--- src/rtl/dtts_pkg.sv ---
// Shared constants and types for the duration text to seconds core.
package dtts_pkg;

    localparam int TOTAL_W = 62;
    localparam int PEND_W  = 63;
    localparam int MAG_W   = 64;
    localparam int SCALE_W = 18;
    localparam int UNITS   = 4;
    localparam int UIDX_W  = 2;
    localparam int PHASE_W = 3;

    // Unit sum ceiling, 2^62-1
    localparam logic [TOTAL_W-1:0] SUM_CAP   = {TOTAL_W{1'b1}};
    localparam logic [MAG_W-1:0]   POS_LIMIT = 64'h7FFF_FFFF_FFFF_FFFF;
    localparam logic [MAG_W-1:0]   NEG_LIMIT = 64'h8000_0000_0000_0000;

    localparam logic [SCALE_W-1:0] SEC_MIN  = 18'd60;
    localparam logic [SCALE_W-1:0] SEC_HOUR = 18'd3600;
    localparam logic [SCALE_W-1:0] SEC_DAY  = 18'(8 * 3600);
    localparam logic [SCALE_W-1:0] SEC_WEEK = 18'(5 * 8 * 3600);

    // Unit indexes; the scale table below follows this order
    localparam logic [UIDX_W-1:0] U_MIN  = 2'd0;
    localparam logic [UIDX_W-1:0] U_HOUR = 2'd1;
    localparam logic [UIDX_W-1:0] U_DAY  = 2'd2;
    localparam logic [UIDX_W-1:0] U_WEEK = 2'd3;

    localparam logic [SCALE_W-1:0] UNIT_SCALE [UNITS] = '{SEC_MIN, SEC_HOUR, SEC_DAY, SEC_WEEK};

    // Whole-integer reading phases
    localparam logic [PHASE_W-1:0] PH_LEAD   = 3'd0;
    localparam logic [PHASE_W-1:0] PH_SIGN   = 3'd1;
    localparam logic [PHASE_W-1:0] PH_DIGITS = 3'd2;
    localparam logic [PHASE_W-1:0] PH_TRAIL  = 3'd3;
    localparam logic [PHASE_W-1:0] PH_FAIL   = 3'd4;

    // Characters
    localparam logic [7:0] CH_ZERO  = 8'h30;
    localparam logic [7:0] CH_NINE  = 8'h39;
    localparam logic [7:0] CH_PLUS  = 8'h2B;
    localparam logic [7:0] CH_MINUS = 8'h2D;
    localparam logic [7:0] CH_SPACE = 8'h20;
    localparam logic [7:0] CH_TAB   = 8'h09;
    localparam logic [7:0] CH_CR    = 8'h0D;

    // Text state captured on the end-of-text request
    typedef struct packed {
        logic [TOTAL_W-1:0] total;
        logic [PEND_W-1:0]  pend;
        logic               pend_on;
        logic               stop;
        logic               cap;
        logic               whole;
        logic               neg;
        logic [MAG_W-1:0]   mag;
    } snap_t;

endpackage

--- src/rtl/duration_text_to_seconds_core.sv ---
// Duration text to seconds: streaming byte parser with integer and unit-sum readings.
//
// Text bytes enter on the slave stream, one request per cycle, and each text ends on the
// request with tlast high; that request yields one result on the master stream, no other
// request yields any. Sustained rate is one byte per clock with no gaps between texts while
// results drain. After its end-of-text request is taken, a result passes an input register
// that feeds the per-byte update (one 10x multiply-add and compare per reading, one saturating
// add for the unit sum), an end-of-text snapshot register that feeds the closing add of a
// digit run still open, and an output register that holds the result. Scaled copies of the
// open digit run (by 60, 3600, 28800 and 144000) are kept up to date with every digit, so
// closing a term costs one add. The input side keeps taking bytes while a result waits; only
// an end-of-text request waits for the snapshot stage to clear. Result seconds is the signed
// integer when the whole text reads as one (tuser[0] set), otherwise the unit sum capped at
// 2^62-1 (tuser[1] set if the cap was taken). There are no configuration registers.
module duration_text_to_seconds_core
(
    input  logic        clk,
    input  logic        rst_n,

    input  logic        s_axis_tvalid,
    output logic        s_axis_tready,
    input  logic [7:0]  s_axis_tdata,   // [7:0] text_byte
    input  logic [0:0]  s_axis_tuser,   // [0] has_byte
    input  logic        s_axis_tlast,   // end_of_text

    output logic        m_axis_tvalid,
    input  logic        m_axis_tready,
    output logic [63:0] m_axis_tdata,   // [63:0] seconds (signed)
    output logic [1:0]  m_axis_tuser    // [0] whole_form, [1] saturated
);

    localparam int TW = dtts_pkg::TOTAL_W;
    localparam int PW = dtts_pkg::PEND_W;
    localparam int MW = dtts_pkg::MAG_W;
    localparam int NU = dtts_pkg::UNITS;

    // Input register
    logic        in_valid_reg;
    logic [7:0]  byte_reg;
    logic        has_reg;
    logic        last_reg;

    // Unit sum state
    logic [TW-1:0] total_reg,   total_next;
    logic [PW-1:0] pend_reg,    pend_next;
    logic          pend_on_reg, pend_on_next;
    logic          stop_reg,    stop_next;
    logic          cap_reg,     cap_next;
    logic [TW-1:0] prod_reg  [NU];
    logic [TW-1:0] prod_next [NU];
    logic [NU-1:0] over_reg,    over_next;

    // Whole-integer state
    logic [dtts_pkg::PHASE_W-1:0] phase_reg, phase_next;
    logic                         neg_reg,   neg_next;
    logic [MW-1:0]                mag_reg,   mag_next;

    // Snapshot and output stages
    logic            fin_valid_reg;
    dtts_pkg::snap_t fin_reg;
    dtts_pkg::snap_t snap;
    logic            out_valid_reg;
    logic [63:0]     out_data_reg, out_data_next;
    logic [1:0]      out_user_reg, out_user_next;

    // Handshake
    logic out_free, fin_free, fin_move, proc;

    // Byte decode
    logic                         digit, blank, wspace, is_unit;
    logic [3:0]                   dval;
    logic [dtts_pkg::UIDX_W-1:0]  unit_idx;

    // Datapath
    logic [TW-1:0] term_val;
    logic          term_over;
    logic [TW:0]   term_sum;
    logic          term_cap;
    logic [PW+3:0] pend_x10;
    logic          pend_ovf;
    logic [21:0]   d_scaled [NU];
    logic [TW+3:0] prod_x10 [NU];
    logic [MW+3:0] mag_x10;
    logic [MW-1:0] mag_lim;
    logic [TW:0]   fin_add;
    logic [TW-1:0] fin_total;
    logic          fin_cap;

    assign out_free      = !out_valid_reg || m_axis_tready;
    assign fin_free      = !fin_valid_reg || out_free;
    assign fin_move      = fin_valid_reg && out_free;
    // An end-of-text request waits for the snapshot stage; other bytes always proceed
    assign proc          = in_valid_reg && (!last_reg || fin_free);
    assign s_axis_tready = !in_valid_reg || proc;

    assign m_axis_tvalid = out_valid_reg;
    assign m_axis_tdata  = out_data_reg;
    assign m_axis_tuser  = out_user_reg;

    // Decode the held byte
    always_comb
    begin
        digit    = (byte_reg >= dtts_pkg::CH_ZERO) && (byte_reg <= dtts_pkg::CH_NINE);
        dval     = byte_reg[3:0];
        blank    = byte_reg inside {dtts_pkg::CH_SPACE, dtts_pkg::CH_TAB};
        wspace   = byte_reg inside {dtts_pkg::CH_SPACE, [dtts_pkg::CH_TAB:dtts_pkg::CH_CR]};
        is_unit  = 1'b1;
        unit_idx = dtts_pkg::U_MIN;
        case (byte_reg)
            8'h77, 8'h57: unit_idx = dtts_pkg::U_WEEK;   // w W
            8'h64, 8'h44: unit_idx = dtts_pkg::U_DAY;    // d D
            8'h68, 8'h48: unit_idx = dtts_pkg::U_HOUR;   // h H
            8'h6D, 8'h4D: unit_idx = dtts_pkg::U_MIN;    // m M
            default:      is_unit  = 1'b0;
        endcase
    end

    // Term value: open run scaled by the closing character, or a lone character counted once at its scale
    always_comb
    begin
        if (pend_on_reg) begin
            if (is_unit) begin
                term_val  = prod_reg[unit_idx];
                term_over = over_reg[unit_idx];
            end
            else
            begin
                term_val  = pend_reg[TW-1:0];
                term_over = pend_reg[PW-1];
            end
        end
        else
        begin
            term_over = 1'b0;
            term_val  = is_unit ? TW'(dtts_pkg::UNIT_SCALE[unit_idx]) : TW'(1);
        end
        term_sum = {1'b0, total_reg} + {1'b0, term_val};
        term_cap = term_over || (term_sum > {1'b0, dtts_pkg::SUM_CAP});
    end

    // Digit pushes: run times ten plus digit, and the same for each scaled copy
    always_comb
    begin
        pend_x10 = ({4'b0, pend_reg} << 3) + ({4'b0, pend_reg} << 1) + (PW+4)'(dval);
        pend_ovf = pend_x10 > (PW+4)'(dtts_pkg::POS_LIMIT);
        for (int k = 0; k < NU; k++) begin
            d_scaled[k] = 22'(dval) * 22'(dtts_pkg::UNIT_SCALE[k]);
            prod_x10[k] = ({4'b0, prod_reg[k]} << 3) + ({4'b0, prod_reg[k]} << 1)
                        + (TW+4)'(d_scaled[k]);
        end
        mag_x10 = ({4'b0, mag_reg} << 3) + ({4'b0, mag_reg} << 1) + (MW+4)'(dval);
        mag_lim = neg_reg ? dtts_pkg::NEG_LIMIT : dtts_pkg::POS_LIMIT;
    end

    // Unit sum update
    always_comb
    begin
        total_next   = total_reg;
        pend_next    = pend_reg;
        pend_on_next = pend_on_reg;
        stop_next    = stop_reg;
        cap_next     = cap_reg;
        prod_next    = prod_reg;
        over_next    = over_reg;
        if (has_reg && !stop_reg) begin
            if (pend_on_reg && digit) begin
                if (pend_ovf) begin
                    stop_next = 1'b1;
                end
                else
                begin
                    pend_next = pend_x10[PW-1:0];
                    for (int k = 0; k < NU; k++) begin
                        if (!over_reg[k]) begin
                            prod_next[k] = prod_x10[k][TW-1:0];
                            over_next[k] = prod_x10[k] > (TW+4)'(dtts_pkg::SUM_CAP);
                        end
                    end
                end
            end
            else if (digit) begin
                pend_next    = PW'(dval);
                pend_on_next = 1'b1;
                over_next    = '0;
                for (int k = 0; k < NU; k++) begin
                    prod_next[k] = TW'(d_scaled[k]);
                end
            end
            else if (pend_on_reg || !blank) begin
                if (term_cap) begin
                    total_next = dtts_pkg::SUM_CAP;
                    cap_next   = 1'b1;
                end
                else
                begin
                    total_next = term_sum[TW-1:0];
                end
                pend_next    = '0;
                pend_on_next = 1'b0;
                over_next    = '0;
                for (int k = 0; k < NU; k++) begin
                    prod_next[k] = '0;
                end
            end
        end
    end

    // Whole-integer reading
    always_comb
    begin
        phase_next = phase_reg;
        neg_next   = neg_reg;
        mag_next   = mag_reg;
        if (has_reg) begin
            case (phase_reg)
                dtts_pkg::PH_LEAD:
                begin
                    if (wspace) begin
                        phase_next = phase_reg;
                    end
                    else if (byte_reg inside {dtts_pkg::CH_PLUS, dtts_pkg::CH_MINUS}) begin
                        neg_next   = (byte_reg == dtts_pkg::CH_MINUS);
                        phase_next = dtts_pkg::PH_SIGN;
                    end
                    else if (digit) begin
                        mag_next   = MW'(dval);
                        phase_next = dtts_pkg::PH_DIGITS;
                    end
                    else
                    begin
                        phase_next = dtts_pkg::PH_FAIL;
                    end
                end
                dtts_pkg::PH_SIGN:
                begin
                    if (digit) begin
                        mag_next   = MW'(dval);
                        phase_next = dtts_pkg::PH_DIGITS;
                    end
                    else
                    begin
                        phase_next = dtts_pkg::PH_FAIL;
                    end
                end
                dtts_pkg::PH_DIGITS:
                begin
                    if (digit) begin
                        if (mag_x10 > (MW+4)'(mag_lim)) begin
                            phase_next = dtts_pkg::PH_FAIL;
                        end
                        else
                        begin
                            mag_next = mag_x10[MW-1:0];
                        end
                    end
                    else
                    begin
                        phase_next = blank ? dtts_pkg::PH_TRAIL : dtts_pkg::PH_FAIL;
                    end
                end
                dtts_pkg::PH_TRAIL:
                begin
                    if (!blank) begin
                        phase_next = dtts_pkg::PH_FAIL;
                    end
                end
                default: phase_next = dtts_pkg::PH_FAIL;
            endcase
        end
    end

    // Capture the text at its end
    always_comb
    begin
        snap.total   = total_next;
        snap.pend    = pend_next;
        snap.pend_on = pend_on_next;
        snap.stop    = stop_next;
        snap.cap     = cap_next;
        snap.whole   = (phase_next == dtts_pkg::PH_DIGITS) || (phase_next == dtts_pkg::PH_TRAIL);
        snap.neg     = neg_next;
        snap.mag     = mag_next;
    end

    // Close an open run at scale one and pick the reading
    always_comb
    begin
        fin_add   = {1'b0, fin_reg.total} + {1'b0, fin_reg.pend[TW-1:0]};
        fin_total = fin_reg.total;
        fin_cap   = fin_reg.cap;
        if (!fin_reg.stop && fin_reg.pend_on) begin
            if (fin_reg.pend[PW-1] || (fin_add > {1'b0, dtts_pkg::SUM_CAP})) begin
                fin_total = dtts_pkg::SUM_CAP;
                fin_cap   = 1'b1;
            end
            else
            begin
                fin_total = fin_add[TW-1:0];
            end
        end
        if (fin_reg.whole) begin
            out_data_next = fin_reg.neg ? (MW'(0) - fin_reg.mag) : fin_reg.mag;
            out_user_next = 2'b01;
        end
        else
        begin
            out_data_next = {2'b00, fin_total};
            out_user_next = {fin_cap, 1'b0};
        end
    end

    // Control and text state
    always_ff @(posedge clk or negedge rst_n)
    begin
        if (!rst_n) begin
            in_valid_reg  <= 1'b0;
            fin_valid_reg <= 1'b0;
            out_valid_reg <= 1'b0;
            total_reg     <= '0;
            pend_reg      <= '0;
            pend_on_reg   <= 1'b0;
            stop_reg      <= 1'b0;
            cap_reg       <= 1'b0;
            over_reg      <= '0;
            phase_reg     <= dtts_pkg::PH_LEAD;
            neg_reg       <= 1'b0;
            mag_reg       <= '0;
            for (int k = 0; k < NU; k++) begin
                prod_reg[k] <= '0;
            end
        end
        else
        begin
            if (s_axis_tvalid && s_axis_tready) begin
                in_valid_reg <= 1'b1;
            end
            else if (proc) begin
                in_valid_reg <= 1'b0;
            end

            if (proc && last_reg) begin
                fin_valid_reg <= 1'b1;
            end
            else if (fin_move) begin
                fin_valid_reg <= 1'b0;
            end

            if (fin_move) begin
                out_valid_reg <= 1'b1;
            end
            else if (m_axis_tready) begin
                out_valid_reg <= 1'b0;
            end

            if (proc) begin
                if (last_reg) begin
                    // Clear for the next text
                    total_reg   <= '0;
                    pend_reg    <= '0;
                    pend_on_reg <= 1'b0;
                    stop_reg    <= 1'b0;
                    cap_reg     <= 1'b0;
                    over_reg    <= '0;
                    phase_reg   <= dtts_pkg::PH_LEAD;
                    neg_reg     <= 1'b0;
                    mag_reg     <= '0;
                    for (int k = 0; k < NU; k++) begin
                        prod_reg[k] <= '0;
                    end
                end
                else
                begin
                    total_reg   <= total_next;
                    pend_reg    <= pend_next;
                    pend_on_reg <= pend_on_next;
                    stop_reg    <= stop_next;
                    cap_reg     <= cap_next;
                    over_reg    <= over_next;
                    phase_reg   <= phase_next;
                    neg_reg     <= neg_next;
                    mag_reg     <= mag_next;
                    prod_reg    <= prod_next;
                end
            end
        end
    end

    // Payload registers
    always_ff @(posedge clk)
    begin
        if (s_axis_tvalid && s_axis_tready) begin
            byte_reg <= s_axis_tdata;
            has_reg  <= s_axis_tuser[0];
            last_reg <= s_axis_tlast;
        end
        if (proc && last_reg) begin
            fin_reg <= snap;
        end
        if (fin_move) begin
            out_data_reg <= out_data_next;
            out_user_reg <= out_user_next;
        end
    end

`ifndef SYNTHESIS
    // An integer result never carries the cap flag
    assert property (@(posedge clk) disable iff (!rst_n)
        (m_axis_tvalid && m_axis_tuser[0]) |-> !m_axis_tuser[1])
        else $error("integer result flagged as capped");

    // A unit sum never exceeds 2^62-1
    assert property (@(posedge clk) disable iff (!rst_n)
        (m_axis_tvalid && !m_axis_tuser[0]) |-> (m_axis_tdata[63:62] == 2'b00))
        else $error("unit sum above cap");

    // The sum only freezes inside an open digit run
    assert property (@(posedge clk) disable iff (!rst_n)
        stop_reg |-> pend_on_reg)
        else $error("sum frozen without open run");

    // No open run leaves no leftover run value or overflow marks
    assert property (@(posedge clk) disable iff (!rst_n)
        !pend_on_reg |-> ((pend_reg == '0) && (over_reg == '0)))
        else $error("stale digit run");

    // An ended text leaves the state cleared
    assert property (@(posedge clk) disable iff (!rst_n)
        (proc && last_reg) |=> ((phase_reg == dtts_pkg::PH_LEAD) && !pend_on_reg
                                && (total_reg == '0) && !cap_reg))
        else $error("state not cleared after end of text");
`endif

endmodule

--- config.mk ---
export PLATFORM = sky130hd
export DESIGN_NAME = duration_text_to_seconds_core
export DESIGN_NICKNAME = d
export VERILOG_FILES = /design/src/rtl/dtts_pkg.sv /design/src/rtl/duration_text_to_seconds_core.sv
export SDC_FILE = /design/constraint.sdc
export NUM_CORES = 2
export LEC_CHECK = 0
export BUFFER_PORTS_ARGS = -buffer_cell sky130_fd_sc_hd__buf_2
export CORE_AREA = 2 2 458 369
export CTS_CLUSTER_SIZE = 16
export DETAILED_ROUTE_END_ITERATION = 10
export DIE_AREA = 0 0 460 371
export REMOVE_ABC_BUFFERS = 1
export SETUP_SLACK_MARGIN = 0.05
export SYNTH_ARGS = -nofsm -noshare
export SYNTH_HDL_FRONTEND = slang
export SYNTH_SLANG_ARGS = --single-unit
--- constraint.sdc ---
create_clock -name clk -period 8.1 [get_ports clk]
set_input_delay 1.62 -clock clk [delete_from_list [all_inputs] [get_ports clk]]
set_output_delay 1.62 -clock clk [all_outputs]
set_load 0.1 [all_outputs]
# --- Yosys cells after proc, flatten, opt, wreduce, memory -nomap -nowiden ---
# Index checks and enable logic that the tools add are counted.
word_totals:
  ramBits: 0
  latch_bits: 0
  rom_bits: 0
  out_inout_bits: 68
  in_bits: 14
  elab_cells: 228
  ff_bits: 721
  memories: 0
classes:
  shift: 0
  n_lt_le_gt_ge: 14
  div: 0
  n_reduce_logical: 42
  muxes: 99
  bitwise_logic: 1
  mul: 4
  n_eq_ne: 22
  addsub: 15
op_table:
  columns: ["operator", "count"]
  rows:
  - ["248-bit two-way mux", 6]
  - ["62-bit two-way mux", 17]
  - ["64-bit two-way mux", 9]
  - ["63-bit two-way mux", 6]
  - ["65-bit by 63-bit adder with 66-bit output", 4]
  - ["66-bit by 62-bit greater-than comparator with 1-bit output (second input constant)", 4]
  - ["64-bit case mux with 3 select lines", 1]
  - ["62-bit by 62-bit adder with 63-bit output", 2]
  - ["63-bit by 62-bit greater-than comparator with 1-bit output (second input constant)", 2]
  - ["62-bit binary-select mux with 2-bit select", 1]
  - ["67-bit by 65-bit adder with 68-bit output", 1]
  - ["68-bit by 4-bit adder with 68-bit output", 1]
  - ["68-bit by 64-bit greater-than comparator with 1-bit output", 1]
  - ["66-bit by 64-bit adder with 67-bit output", 1]
  - ["67-bit by 4-bit adder with 67-bit output", 1]
  - ["67-bit by 63-bit greater-than comparator with 1-bit output (second input constant)", 1]
  - ["66-bit by 10-bit adder with 66-bit output", 1]
  - ["66-bit by 16-bit adder with 66-bit output", 1]
  - ["66-bit by 19-bit adder with 66-bit output", 1]
  - ["66-bit by 22-bit adder with 66-bit output", 1]
  - ["8-bit by 7-bit == test with 1-bit output (second input constant)", 8]
  - ["1-bit by 64-bit subtractor with 64-bit output (first input constant)", 1]
  - ["18-bit two-way mux", 3]
  - ["1-bit two-way mux", 37]
  - ["31 further kinds", 86]

# --- Depth between registers and ports, before layout ---
depth:
  depth_word: 18
  mapped_depth: 30
  ltp_nobuf: 28

# --- Least setup slack after synthesis ---
# No wires, ideal clock.
synth_timing:
  path_kind: "flip-flop to flip-flop"
  start: "register byte_reg[3]"
  end: "register mag_reg[35]"
  required_ns: 7.979
  path_slack_ns: 1.110
  period_less_slack_ns: 6.990
  t_arrival_ns: 6.869
  setup_time_ns: 0.121
  n_path_buf: 1
  stages_incl_launch_ff: 29
  cell_sequence: "edfxtp_1 -> fa_1 -> inv_1 -> fa_1 -> nor2b_1 -> o31ai_1 -> a21oi_1 -> a31oi_1 -> o21ai_0 -> a21oi_1 -> o31ai_1 -> a21o_1 -> a21boi_0 -> o31ai_1 -> xor2_1 -> ha_1 -> and4_1 -> nand3_1 -> nor3_1 -> nand4_1 -> nor4_1 -> mux2i_1 -> o211ai_1 -> nand3_1 -> or4b_4 -> nor4_4 -> o31ai_4 -> buf_6 -> a22o_1"
synth_via:
  elab_chain_len: 8
  elab_cells_between_ends: 21
  classes_between: "add/sub (1); order compare (5); eq/ne (3); mux (8); reduce/logical (4)"
synth_lines:
  columns: ["element", "line_no", "rtl"]
  rows:
  - ["from (decl)", "duration_text_to_seconds_core.sv:39", "logic [7:0] byte_reg;"]
  - ["from (signal assigned)", "duration_text_to_seconds_core.sv:392", "byte_reg <= s_axis_tdata;"]
  - ["parallel branches: the longest is 5 deep, another holds 68-bit by 4-bit adder with 68-bit output", null, null]
  - ["64-bit case mux with 3 select lines (*)", "duration_text_to_seconds_core.sv:215", "case (phase_reg)"]
  - ["64-bit two-way mux (*)", "duration_text_to_seconds_core.sv:214", "if (has_reg) begin"]
  - ["64-bit two-way mux (*)", "duration_text_to_seconds_core.sv:356", "if (last_reg) begin"]
  - ["to (signal assigned)", "duration_text_to_seconds_core.sv:381", "mag_reg <= mag_next;"]
  - ["to (decl)", "duration_text_to_seconds_core.sv:56", "logic [MW-1:0] mag_reg, mag_next;"]
# Every way passes the cells marked *.
# A chain may end at the register's enable or synchronous reset.

# --- Worst setup path in the final report ---
layout_timing:
  start: "register byte_reg[1]"
  end: "register over_reg[0]"
layout_via:
  elab_chain_len: 8
  elab_cells_between_ends: 23
  classes_between: "add/sub (2); mul (1); order compare (4); eq/ne (3); mux (6); reduce/logical (7)"
layout_lines:
  columns: ["element", "line_no", "rtl"]
  rows:
  - ["4-bit by 4-bit multiplier with 8-bit output", "duration_text_to_seconds_core.sv:147", "d_scaled[k] = 22'(dval) * 22'(dtts_pkg::UNIT_SCALE[k]);"]
  - ["66-bit by 10-bit adder with 66-bit output", "duration_text_to_seconds_core.sv:149", "+ (TW+4)'(d_scaled[k]);"]
  - ["66-bit by 62-bit greater-than comparator with 1-bit output", "duration_text_to_seconds_core.sv:176", "over_next[k] = prod_x10[k] > (TW+4)'(dtts_pkg::SUM_CAP);"]
  - ["1-bit two-way mux", "duration_text_to_seconds_core.sv:174", "if (!over_reg[k]) begin"]
  - ["4-bit two-way mux", "duration_text_to_seconds_core.sv:167", "if (pend_ovf) begin"]
  - ["4-bit two-way mux", "duration_text_to_seconds_core.sv:166", "if (pend_on_reg && digit) begin"]
  - ["4-bit two-way mux", "duration_text_to_seconds_core.sv:165", "if (has_reg && !stop_reg) begin"]
  - ["4-bit two-way mux", "duration_text_to_seconds_core.sv:356", null]
  - ["to (signal assigned)", "duration_text_to_seconds_core.sv:378", "over_reg <= over_next;"]
  - ["to (decl)", "duration_text_to_seconds_core.sv:51", "logic [NU-1:0] over_reg, over_next;"]
# Parallel ways exist; a longest one is shown, timed or not. The select of a mux whose other input is x is not followed.

==> summary.md <==
| Metric | Value |
|---|---|
| Largest register FFs | 228 |
| Routability cong. | 0.948 |
| Area delta synth->final | 8.89% |
| M3 GR Usage | 0.0432 |
| Yosys cell types | between 80 and 90 |
| Critical R2R Launch | byte_reg[1] |
| CP Depth | 25 |
| Commonest non-fill, non-tap cell in the layout | nand2_1 |
| Pre-antenna DRT Iters | 7 |
| Final WS setup | 0.487 ns |
| Reg2reg setup slack | a little under 0.5 ns |
| Ports | 82 |
| Startpoint Class | flop |
| Slew Limit Headroom | 0.182 |
| Post-synthesis cell count | 7798 |
| Arrival @ worst endpoint | 8.18 ns |
| Class of the worst hold path | reg -> reg |
| Highest clock rate | 0.131 GHz |
| Total power | 9.56 mW |
| Worst-Margin Slew | 1.21 ns |
| Most common cell on crit path | a21oi_1 |
| Met2 Resource Use GR | 0.350 |
| Initial core utilization | 0.398 |
| TritonCTS buffer count | 84 |
| H-tree Lvls | 3 |
| Largest net degree at the start of global routing | 136 |
| Capturing point of the worst reg2reg path | over_reg[0] |
| GR Util All Layers | 0.250 |
| Die H | 371 um |
| Post-synth ARST share | 0.615 |
| First-pass GRT wire length | 335000 um |
| Leakage | 34.0 nW |
| CP Capture Point | over_reg[0] |
| Chip width | roughly 460 um |
| # nets final | 8649 |
| Max Fanout on Critical Path | 11 |
| Setup_tns | 0 ns |
| Synth Flop Type | dfrtp_1 |
| Met1 Usage GRT | 0.395 |
| Critical path required time | roughly 8.7 ns |
| Post-route ant nets | 0 |
| Largest family of logic cells by synthesized area | compound AO/OA/AOI/OAI gates |
| Final worst path period share | 0.940 |
| Launch point of the worst path | byte_reg[1] |
| Layout fillers | around 16000 |
| CP bufs+invs | 3 |
| Delay-heaviest family, CP | compound AO/OA/AOI/OAI gates |
| # DRC | 0 |
| Initial DRC count | 6360 |
| EDFF count, synth | 270 |
| IO buf count | between 80 and 90 |
| Pwr dens | 133 nW/um2 |
| Pins over their slew limit | 0 |
| GR peak layer | met1 |
| Grt ovf | 0 |
| Register bit count reported by yosys | between 700 and 800 |
| Die footprint | 171000 um2 |
| Slowest-stage cell, CP | a211oi_1 |
| Most frequent cells in the layout | 1005 x nand2_1, 901 x ha_1, 679 x o21ai_0 |
| Vias in the first global route | 55500 |
| Final setup viols | 0 |
| # Max-Cap Violations | 0 |
| Crit. End Element | flop |
| Worst-path clk slew | 0.06 ns |
| Post-synthesis mux area share | 0.00265 |
| Clock Tree Buf Depth | 3 |
| R2R depth | 25 |
| DP Wirelength | 172000 um |
| Vias per cell | about 6 |
| Status | finished clean |
| Final Hold Viols | 0 |
| Maximum VDD drop | 0.166 mV |
| Vias | 59800 |
| Crit path kind | reg -> reg |
| Wire per inst | 22.0 um |
| Row cnt | around 130 |
| Share of cells above drive strength 1 | 0.0548 |
| DP Worst Slack | between 0.1 and 0.15 ns |
| Clk Latency, worst-skew pair | 0.74 ns |
| Crit path time final | 7.61 ns |
| Simple-Gate Fraction of Synth Area | 0.153 |
| Adder-Cell Fraction of Synth Area | 0.186 |
| Clock skew | between 0.05 and 0.06 ns |
| Xor-xnor portion of the synthesized cell area | 0.0678 |
| RSZ-0062 raised after global routing | no |
| Sequential area share after synthesis | 0.286 |
| Total Wirelength | 218000 um |
| CTS tree | yes |
| Core ar. | 166000 um2 |
| Clock sinks | 701 |
| Slowest stage delay, CP | 0.68 ns |
| Mapped Area | 66000 um2 |
| Avg Synthesized Cell Area | 8.47 um2 |
| Initial antenna violation count | 9 |
| Synth warn | 0 |
| Synth Area in Compound Gates | 0.266 |
| CTS root buffer | clkbuf_16 |
==> worst min-delay path by stage <==
stage / cells past startpoint / to / startpoint
after floorplan: 2 / prod_reg[190] / prod_reg[190]
after detailed placement: 1 / prod_reg[133] / prod_reg[133]
after global placement: 1 / prod_reg[133] / prod_reg[133]
after CTS: 1 / prod_reg[133] / prod_reg[133]
after global routing: 1 / prod_reg[133] / prod_reg[133]
final: 1 / prod_reg[133] / prod_reg[133]
==> cell type report <==
class | count | area (um2) | area share
multi-input combinational | 6419 | 44700 | 0.622
clock inverter | 46 | 657 | 0.00913
inverter | 281 | 1060 | 0.0148
clock buffer | 111 | 2340 | 0.0326
antenna | 2 | 5.00 | 0.0000696
tap | 2176 | 2720 | 0.0379
timing repair buffer | 198 | 1510 | 0.0209
sequential | 701 | 18900 | 0.263
==> routing by layer <==
layer  wire, um  vias to the layer above
met5         20                        -
met4       3780                        2
met3      16600                      198
met2      87500                     2068
met1     111000                    28900
li1           -                    28600
==> synth_stat cells, types with 33 or more instances <==
library cell  number  area share
nor2_1           439       0.025
o21a_1            71      0.0081
o21bai_1          84      0.0095
and2_1            44      0.0042
fa_1              49       0.015
edfxtp_1         270        0.12
o211ai_1          38      0.0043
nor3_1            90      0.0068
a31oi_1          144       0.014
nor2b_1           83      0.0079
or3_1             33      0.0031
nand2_1         1006       0.057
and3_1            57      0.0054
a311oi_1          59      0.0078
a22o_1           177       0.023
nand2b_1          63      0.0060
a21o_1           345       0.039
xnor2_1          313       0.042
a21oi_1          636       0.048
ha_1             901        0.17
nand4_1          106       0.010
o21ai_0          681       0.052
clkbuf_1         345       0.020
a211oi_1          44      0.0050
o22ai_1           78      0.0074
dfrtp_1          431        0.16
xor2_1           198       0.026
o31ai_1          128       0.015
inv_1            281       0.016
nand3_1          163       0.012
==> where the power goes <==
group / leakage [nW] / switching (mW) / total (mW) / internal, mW
Sequential: 8.55 / 0.0849 / 3.90 / 3.82
Clock: 1.43 / 1.74 / 4.16 / 2.42
Combinational: 24.0 / 1.05 / 1.50 / 0.445
==> timing repair <==
| item | 4_1_cts | 5_1_grt |
|---|---|---|
| gates resized for setup | 0 | 5 |
| hold buffers | 0 | 0 |
| endpoints found under the setup margin | 0 | 131 |
| buffers inserted | 0 | 2 |
==> kinds of logic (layout without fill, tap and decap cells) <==
group / after synthesis / in the layout
simple gates: 2211 / 2211
mux: 17 / 17
compound gates: 2730 / 2730
other cells: 0 / 2
flops: 701 / 701
xor+xnor: 511 / 511
fa+ha+maj: 950 / 950
buf+inv: 678 / 636
==> metrics by stage <==
stage	hold slack, ns	utilization	instances	cell area, um2
floorplan	0.449	-	7401	64500
global placement	0.462	0.415	9773	68900
detailed placement	0.468	0.415	9773	68900
CTS	0.480	0.433	9930	71900
global route	0.515	0.433	9933	71900
finish	0.476	0.433	9934	71900
Note: power is estimated with default switching activity, not from simulation.
